===== src/rtl/lmt_pkg.sv =====
package lmt_pkg;

   // Dot thresholds for each mode and the line numbers that bound vblank.
   localparam logic [9:0] DOTS_OAM          = 10'd80;
   localparam logic [9:0] DOTS_XFER         = 10'd172;
   localparam logic [9:0] DOTS_HBLANK       = 10'd204;
   localparam logic [9:0] DOTS_LINE         = 10'd456;
   localparam logic [7:0] FIRST_VBLANK_LINE = 8'd144;
   localparam logic [7:0] LAST_LINE         = 8'd153;

   // Mode codes as they appear on the result channel.
   localparam logic [1:0] MODE_HBLANK = 2'd0;
   localparam logic [1:0] MODE_VBLANK = 2'd1;
   localparam logic [1:0] MODE_OAM    = 2'd2;
   localparam logic [1:0] MODE_XFER   = 2'd3;

   // Internal mode sequencer state.
   typedef enum logic [3:0] {
      ST_HBLANK = 4'b0001,
      ST_VBLANK = 4'b0010,
      ST_OAM    = 4'b0100,
      ST_XFER   = 4'b1000
   } phase_type;

   typedef struct packed {
      logic [5:0] cycles;
      logic       lcd_enable;
      logic       hblank_int_enable;
      logic       compare_int_enable;
      logic [7:0] compare_line;
   } req_type;

   typedef struct packed {
      logic [1:0] mode;
      logic [7:0] line;
      logic       render_strobe;
      logic       vblank_irq;
      logic       stat_irq;
      logic       frame_done;
   } rsp_type;

   // Timing state carried from one transaction to the next.
   typedef struct packed {
      phase_type  phase;
      logic [9:0] dots;
      logic [7:0] line;
   } timing_type;

   function automatic logic [1:0] mode_of(input phase_type phase);
      logic [1:0] code;
      unique case (phase)
         ST_HBLANK: code = MODE_HBLANK;
         ST_VBLANK: code = MODE_VBLANK;
         ST_OAM:    code = MODE_OAM;
         ST_XFER:   code = MODE_XFER;
         default:   code = MODE_OAM;
      endcase
      return code;
   endfunction

endpackage


===== src/rtl/lmt_step.sv =====
module lmt_step
   import lmt_pkg::*;
(
   input  timing_type cur,
   input  req_type    req,
   output timing_type nxt,
   output rsp_type    rsp
);

   logic [9:0] dots_sum;
   logic [7:0] line_inc;
   logic       line_changed;
   logic       strobe;
   logic       vbl;
   logic       stat_hblank;

   // Accumulate the tick's cycles; the counter wraps at ten bits.
   assign dots_sum = cur.dots + {4'd0, req.cycles};
   assign line_inc = cur.line + 8'd1;

   // At most one mode transition per transaction; leftover dots carry over.
   always_comb begin
      nxt          = cur;
      nxt.dots     = dots_sum;
      line_changed = 1'b0;
      strobe       = 1'b0;
      vbl          = 1'b0;
      stat_hblank  = 1'b0;
      if (!req.lcd_enable) begin
         nxt.phase = ST_OAM;
         nxt.dots  = '0;
      end else begin
         unique case (cur.phase)
            ST_OAM: begin
               if (dots_sum >= DOTS_OAM) begin
                  nxt.dots  = dots_sum - DOTS_OAM;
                  nxt.phase = ST_XFER;
               end
            end
            ST_XFER: begin
               if (dots_sum >= DOTS_XFER) begin
                  nxt.dots    = dots_sum - DOTS_XFER;
                  nxt.phase   = ST_HBLANK;
                  strobe      = 1'b1;
                  stat_hblank = req.hblank_int_enable;
               end
            end
            ST_HBLANK: begin
               if (dots_sum >= DOTS_HBLANK) begin
                  nxt.dots     = dots_sum - DOTS_HBLANK;
                  nxt.line     = line_inc;
                  line_changed = 1'b1;
                  if (line_inc == FIRST_VBLANK_LINE) begin
                     nxt.phase = ST_VBLANK;
                     vbl       = 1'b1;
                  end else begin
                     nxt.phase = ST_OAM;
                  end
               end
            end
            ST_VBLANK: begin
               if (dots_sum >= DOTS_LINE) begin
                  nxt.dots     = dots_sum - DOTS_LINE;
                  line_changed = 1'b1;
                  if (line_inc > LAST_LINE) begin
                     nxt.line  = '0;
                     nxt.phase = ST_OAM;
                  end else begin
                     nxt.line = line_inc;
                  end
               end
            end
            default: begin
               nxt = cur;
            end
         endcase
      end
   end

   // Assemble the result; the compare match looks at the new line only.
   always_comb begin
      rsp.mode          = mode_of(nxt.phase);
      rsp.line          = nxt.line;
      rsp.render_strobe = strobe;
      rsp.vblank_irq    = vbl;
      rsp.frame_done    = vbl;
      rsp.stat_irq      = stat_hblank
                          | (line_changed & req.compare_int_enable
                             & (nxt.line == req.compare_line));
   end

endmodule


===== src/rtl/lcd_mode_line_timing.sv =====
// LCD mode and line timing sequencer.
//
// Each transaction on the req_ channel is one tick: the machine cycles since
// the previous tick plus the live enable bits and the compare line. The block
// adds the cycles to its dot counter, advances the mode (OAM scan, transfer,
// hblank, vblank) by at most one step, and returns one transaction on the
// rsp_ channel with the new mode and line and the event pulses.
// The result is registered: a tick accepted at a clock edge gives its result on
// rsp_valid right after that edge. Throughput is one tick per cycle while the
// receiver does not stall; the next-state logic is a single add, compare and
// subtract between the timing registers and the result register.
// The result register is the only buffer: req_ready is high while it is
// empty or being drained, so a stalled receiver holds the result and
// back-pressures the sender without losing a tick.
// Synchronous reset puts the sequencer in OAM scan at line 0 with the dot
// counter cleared and empties the result register.
module lcd_mode_line_timing
   import lmt_pkg::*;
(
   input  logic    clock,
   input  logic    reset,
   input  logic    req_valid,
   output logic    req_ready,
   input  req_type req_data,
   output logic    rsp_valid,
   input  logic    rsp_ready,
   output rsp_type rsp_data
);

   timing_type timing_ff;
   timing_type timing_in;
   rsp_type    rsp_ff;
   rsp_type    rsp_in;
   logic       rsp_valid_ff;
   logic       rsp_valid_in;
   logic       req_fire;

   assign req_ready = !rsp_valid_ff || rsp_ready;
   assign req_fire  = req_valid && req_ready;

   // Next timing state and result for the offered tick.
   lmt_step u_step (
      .cur (timing_ff),
      .req (req_data),
      .nxt (timing_in),
      .rsp (rsp_in)
   );

   // Result register valid flag.
   always_comb begin
      rsp_valid_in = rsp_valid_ff;
      if (req_fire) begin
         rsp_valid_in = 1'b1;
      end else if (rsp_ready) begin
         rsp_valid_in = 1'b0;
      end
   end

   // Timing state advances on each accepted transaction.
   always_ff @(posedge clock) begin
      if (reset) begin
         timing_ff.phase <= ST_OAM;
         timing_ff.dots  <= '0;
         timing_ff.line  <= '0;
         rsp_valid_ff    <= 1'b0;
      end else begin
         rsp_valid_ff <= rsp_valid_in;
         if (req_fire) begin
            timing_ff <= timing_in;
         end
      end
   end

   // Result payload.
   always_ff @(posedge clock) begin
      if (req_fire) begin
         rsp_ff <= rsp_in;
      end
   end

   assign rsp_valid = rsp_valid_ff;
   assign rsp_data  = rsp_ff;

`ifndef SYNTHESIS
   // A frame is finished only on entry to vblank at the first vblank line.
   a_frame_at_vblank: assert property (@(posedge clock) disable iff (reset)
      rsp_valid && rsp_data.frame_done |->
         rsp_data.vblank_irq && rsp_data.line == FIRST_VBLANK_LINE
         && rsp_data.mode == MODE_VBLANK)
      else $error("frame_done without vblank entry");

   // The end of transfer always lands in hblank.
   a_strobe_hblank: assert property (@(posedge clock) disable iff (reset)
      rsp_valid && rsp_data.render_strobe |-> rsp_data.mode == MODE_HBLANK)
      else $error("render_strobe outside hblank");

   // In vblank the line counter stays within the vblank lines.
   a_line_range: assert property (@(posedge clock) disable iff (reset)
      timing_ff.phase == ST_VBLANK |->
         timing_ff.line >= FIRST_VBLANK_LINE && timing_ff.line <= LAST_LINE)
      else $error("line counter out of range in vblank");

   // A held result does not change while the receiver stalls.
   a_rsp_hold: assert property (@(posedge clock) disable iff (reset)
      rsp_valid && !rsp_ready |=> rsp_valid && $stable(rsp_data))
      else $error("result changed while stalled");
`endif

endmodule


===== config.mk =====
export PLATFORM = sky130hd
export DESIGN_NAME = lcd_mode_line_timing
export DESIGN_NICKNAME = d
export VERILOG_FILES = /design/src/rtl/lmt_pkg.sv /design/src/rtl/lmt_step.sv /design/src/rtl/lcd_mode_line_timing.sv
export SDC_FILE = /design/constraint.sdc
export NUM_CORES = 1
export LEC_CHECK = 0
export ABC_CLOCK_PERIOD_IN_PS = 4700
export BUFFER_PORTS_ARGS = -buffer_cell sky130_fd_sc_hd__buf_2
export CAP_MARGIN = 10
export CORE_ASPECT_RATIO = 1.2
export CORE_MARGIN = 2
export CORE_UTILIZATION = 45
export DETAILED_ROUTE_END_ITERATION = 8
export GPL_ROUTABILITY_DRIVEN = 0
export HOLD_SLACK_MARGIN = 0.03
export PLACE_DENSITY = 0.65
export REMOVE_ABC_BUFFERS = 1
export SYNTH_ARGS = -nofsm -noshare
export SYNTH_HDL_FRONTEND = slang
export SYNTH_SLANG_ARGS = --single-unit

===== constraint.sdc =====
create_clock -name clock -period 4.7 [get_ports clock]
set_clock_uncertainty 0.05 [all_clocks]
set_input_delay 0 -clock clock [delete_from_list [all_inputs] [get_ports clock]]
set_output_delay 0 -clock clock [all_outputs]
set_load 0.01 [all_outputs]

**After elaboration in Yosys (flattened, before gate mapping)**

Cells that the tools add are included.

- Register bits after elaboration: 36
- Output and inout bits: 16
- Bits in latches: 0
- Input port bits: 21
- Memory bits (writable): 0
- Logic and storage cells: 63
- Memories: 0
- Memory bits (read-only): 0

- Div/mod/pow operators: 0
- Equality and inequality tests: 10
- Shift operators: 0
- Order comparisons: 5
- Multiply operators: 0
- Reductions and logical operators: 7
- Bitwise gates (word level): 3
- $add $sub $neg: 6
- Mux-type cells: 23

Operator list:

| kind | number |
|---|---|
| one-hot mux 14 bit (4 select lines) | 1 |
| 2-to-1 mux 22 bit | 2 |
| 2-to-1 mux 14 bit | 3 |
| greater-or-equal comparator 10 x 8 -> 1 bit (second input constant) | 2 |
| subtractor 10 x 8 -> 10 bit (second input constant) | 2 |
| 2-to-1 mux 8 bit | 2 |
| one-hot mux 8 bit (2 select lines) | 1 |
| adder 10 x 6 -> 10 bit | 1 |
| greater-or-equal comparator 10 x 7 -> 1 bit (second input constant) | 1 |
| greater-or-equal comparator 10 x 9 -> 1 bit (second input constant) | 1 |
| 2-to-1 mux 1 bit | 10 |
| subtractor 10 x 7 -> 10 bit (second input constant) | 1 |
| subtractor 10 x 9 -> 10 bit (second input constant) | 1 |
| adder 8 x 1 -> 8 bit (second input constant) | 1 |
| equality test 4 x 1 -> 1 bit (second input constant) | 2 |
| equality test 4 x 2 -> 1 bit (second input constant) | 2 |
| equality test 4 bit (second input constant) | 2 |
| equality test 8 bit | 1 |
| equality test 8 bit (second input constant) | 1 |
| greater-than comparator 8 bit (second input constant) | 1 |
| one-hot mux 2 bit (3 select lines) | 1 |
| inequality test 5 x 1 -> 1 bit (second input constant) | 1 |
| equality test 4 x 3 -> 1 bit (second input constant) | 1 |
| 2-to-1 mux 4 bit | 1 |
| 10 further kinds | 12 |

**Longest topological paths before layout**

- Word-level depth: 9
- Gate-level depth with buffers: 18
- Mapped depth without buffers: 18

**Hierarchy**

From an unflattened synthesis, not the netlist that was laid out.

- Cell total of the unflattened synthesis: 457
- Area, all modules: 3738.6 µm²

Modules (own cells, without submodules):

| module | instances | area each (µm²) | cells an instance | sequential area each (µm²) |
|---|---|---|---|---|
| lmt_step | 1 | 2247.2 | 338 | 0.0 |
| lcd_mode_line_timing | 1 | 1491.4 | 119 | 880.8 |

**Worst setup path after synthesis**

OpenSTA, ideal clock, no wires.

- Path kind: register -> register
- Start point: register timing_ff[8] (netlist name)
- End point: register rsp_ff (netlist bit rsp_data[1]), data pin
- Slack: 0.827 ns
- Stages on the path, launching flop included: 19
- Clock period less this slack: 3.873 ns
- Data arrival time: 3.678 ns
- Setup time: 0.145 ns
- Buffers on the path: 0
- Required time: 4.505 ns
- Cells stage by stage: dfxtp_1 ha_1 inv_1 fa_1 nand2b_1 a21oi_2 xor2_2 inv_2 ha_1 or4b_1 nand3_1 nor3_1 o21ai_1 o211ai_2 a22o_1 xor2_1 nor3_2 nand4_1 o21ai_1

RTL lines:

| what | RTL line | RTL |
|---|---|---|
| start, declared | lcd_mode_line_timing.sv:30 | `timing_type timing_ff;` |
| start signal, assigned | lcd_mode_line_timing.sv:69 | `timing_ff <= timing_in;` |
| end signal, assigned | lcd_mode_line_timing.sv:77 | `rsp_ff <= rsp_in;` |
| end, declared | lcd_mode_line_timing.sv:32 | `rsp_type rsp_ff;` |

==> run_results.csv <==
group,metric,value,unit
outcome,status,"finished, final reports clean",
power,p_sw_share,37.7,%
placement,dp_cells,524,
power,internal_power,0.564,mW
synth,syn_area,3300,sq um
sta,period_share,92.3,%
synth,syn_inst,412,
route,drc_errors,0,
route,drt_iter0_drc,170,
global_routing,grt_overflow,0,
power,p_leak,1.43,nW
sta,fin_crit,4.34,ns
setup_path,cp.required,4.80,ns
power,peakVddDrop,0.132,mV
synth,synth_area_leaders,"dfxtp_1 (14%), edfxtp_1 (12%), ha_1 (6.1%)",
power,pwr-share-clk,25.1,%
sta,setup_viol,0,
layout,nNetsFinal,482,
power,p_sw,0.341,mW
synth,synth-async-reset-ratio,0,%
sta,tightest_slew,0.819,ns
clock_tree,cts_setup_buffers,0,
layout,syn_to_final_growth,11.2,%
setup_path,endpoint_kind,"flip-flop",
synth,synth_top_area_share,14.0,%
global_routing,grt_start_max_net_pins,24,
synth,yosysWarnings,0,
floorplanning,rows,34,
setup_path,path_class,"reg2reg",
clock_tree,cts_tree,"done",
placement,dp_hpwl,7060,microns
sta,fmax,231,MHz
route,viasPerCell,6.15,
min_path,min_path_type,"in2reg",
floorplanning,die_height,97.8,microns
sta,finalHoldViolations,0,
clock_tree,clock-root-buffer,"clkbuf_8",
global_routing,grt_pass1_vias,3154,
setup_path,crit_path_start_kind,"flip-flop",
clock_tree,clkLatencyLatePin,0.30,ns
synth,ys_seq_area_share,25.8,%
synth,yosys.area.top_type,"dfxtp_1",
setup_path,r2r_end,"rsp_data[1]",
power,combPwrFrac,34.9,%
placement,placed_area,3540,sq um
job,cap_violations,0,
global_routing,grt_usage,24.0,%
synth,synthFlopType,"dfxtp_1",
synth,synthDistinctLibCells,78,
synth,syn_avg_cell_area,8.00,sq um
min_path,hold_path_depth,4,
layout,stdcell_area,3670,sq um
global_routing,antenna_found_initial,0,
floorplanning,start_util,45.9,%
global_routing,grt_first_pass_wirelength,15200,microns
route,vias,3291,
setup_path,r2r_slack,0.36,ns
synth,ys_seq_elements,36,
clock_tree,htreeDepth,2,
layout,diodes,0,
layout,fin_cells,535,
sta,setup_tns,0,ns
clock_tree,clock-sinks,36,
power,p_seq_share,40.0,%
route,dr.pass1.iters,5,
setup_path,reg2regPathDepth,18,
floorplanning,die_area,8030,sq um
layout,layout-drive-gt1-share,16.6,%
route,routedWlPerCell,17.2,microns
floorplanning,io_pins,37,
route,ant_nets,0,
sta,rsz0062_at_grt,"false",
power,pwr_density_cell,247,nW/um^2
sta,slew-limit-headroom,45.2,%
placement,port_buffers,36,
setup_path,r2r_start,"timing_ff[8]",
clock_tree,clock_path_buffers,2,
sta,slew_violations,0,
floorplanning,fp.dieW,82.1,microns
synth,synth_edf_count,13,
route,wl,9210,microns
floorplanning,core-area,7190,sq um
clock_tree,cts_buffers,5,
setup_path,crit_arrival,4.44,ns
min_path,whs_endpoint,"timing_ff[8]",
min_path,holdCritStartpoint,"req_data[11]",
setup_path,worstPathMaxFanout,8,
clock_tree,cts.clk_slew.worst_paths,0.08,ns
[critical path, stage by stage (launching register included)]
cell	delay, ns
dfxtp_1	0.34
ha_1	0.21
inv_1	0.07
fa_1	0.39
nand2b_1	0.22
a21oi_2	0.19
xor2_2	0.38
inv_2	0.15
ha_1	0.28
or4b_1	0.21
nand3_1	0.06
nor3_1	0.26
o21a_2	0.30
o22ai_4	0.12
a32o_1	0.30
xor2_1	0.16
nor3_2	0.16
nand4_1	0.18
o21ai_1	0.16
[routing by layer]
layer / vias up / GRT usage [%] / share of wire, %
met2: 108 / 41.2 / 51
li1: 1603 / - / -
met5: - / 0 / 0
met3: 23 / 3.23 / 4.5
met4: 0 / 9.36 / 3.1
met1: 1557 / 30.0 / 42
[kinds of logic after synthesis]
logic type               Yosys count  share of synthesized area [%]
AO/OA/AOI/OAI                    150                           34.0
AND/OR/NAND/NOR                  150                           22.2
buffers and inverters             36                           4.40
flip-flops                        36                           25.8
XOR/XNOR                          23                           6.91
adder cells (fa/ha/maj)           17                           6.68
[cell type report]
cell class | instances | area, sq um
inverter | 18 | 70.1
fill | 716 | 3520
sequential | 36 | 851
multi-input combinational | 340 | 2300
clock buffer | 5 | 68.8
clock inverter | 3 | 18.8
timing repair buffer | 43 | 240
tap | 90 | 113
[flip-flops by register name (all words and copies together), names as in the netlist]
name and count:
rsp_data 13, rsp_valid 1, timing_ff 22
[worst max-delay path by stage]
stage / start / end / cells after the start
detailed placement: timing_ff[8] / rsp_data[1] / 18
floorplan: timing_ff[8] / rsp_data[1] / 18
finish: timing_ff[8] / rsp_data[1] / 18
global route: timing_ff[8] / timing_ff[17] / 18
global placement: timing_ff[8] / rsp_data[1] / 18
CTS: timing_ff[8] / rsp_data[1] / 18
[Yosys cell counts (3+ instances only)]
cell	number
dfxtp_1	23
a32o_1	3
and2_1	7
xnor2_1	12
nor3_1	5
o211ai_1	6
o211a_1	3
nor2_1	48
o21a_1	3
ha_1	16
a22oi_1	3
a311oi_1	3
a21o_1	5
o2111ai_1	3
nand3_1	11
a21oi_1	26
o22ai_1	7
and3_1	3
nand2_1	43
edfxtp_1	13
xor2_1	9
nand2b_1	5
nor4b_1	5
nand3b_1	4
o21ai_0	21
nand4_1	4
buf_2	3
and4_1	3
a211o_1	4
a211oi_1	6
inv_1	15
a31oi_1	6
clkbuf_1	14
o21ai_1	11
[cell usage in the layout (no fill, tap or decap), types with 4 or more instances in the layout]
cell type,instances
a21oi_1,26
and2_1,7
o22ai_1,7
nand2b_1,5
buf_2,36
nand2_1,43
nand3_1,11
o21ai_0,21
edfxtp_1,13
dfxtp_1,23
nand3b_1,4
o21ai_1,10
nor2_1,48
clkbuf_8,5
nand4_1,4
ha_1,16
nor4b_1,5
o211ai_1,6
inv_1,15
xnor2_1,12
a31oi_1,6
a21o_1,5
a211oi_1,6
a211o_1,4
xor2_1,9
nor3_1,5
buf_4,4
[timing repair]
item / CTS / global route
resized for setup: 0 / 1
hold buffers: 3 / 0
setup endpoints to repair: 0 / 1
endpoints found under the hold margin: 2 / 0
[power by group through the flow]
stage,sequential [mW],clock (mW),combinational (mW)
after global placement,0.368,0,0.307
after CTS,0.361,0.236,0.312
after floorplan,0.367,0,0.226
after global routing,0.365,0.246,0.349
after detailed placement,0.368,0,0.308
final,0.361,0.227,0.316
[metrics by stage]
stage          total power, mW  utilization [%]  worst slack [ns]  hold slack, ns
2_1_floorplan            0.592                -             0.827          0.0191
3_3_place_gp             0.674             49.3             0.505           0.197
3_5_place_dp             0.677             49.3             0.332           0.203
4_1_cts                  0.909             50.9             0.299          0.0786
5_1_grt                  0.960             51.0            0.0560           0.120
6_report                 0.904             51.0             0.362          0.0778
Power figures use the tool's default switching activity.
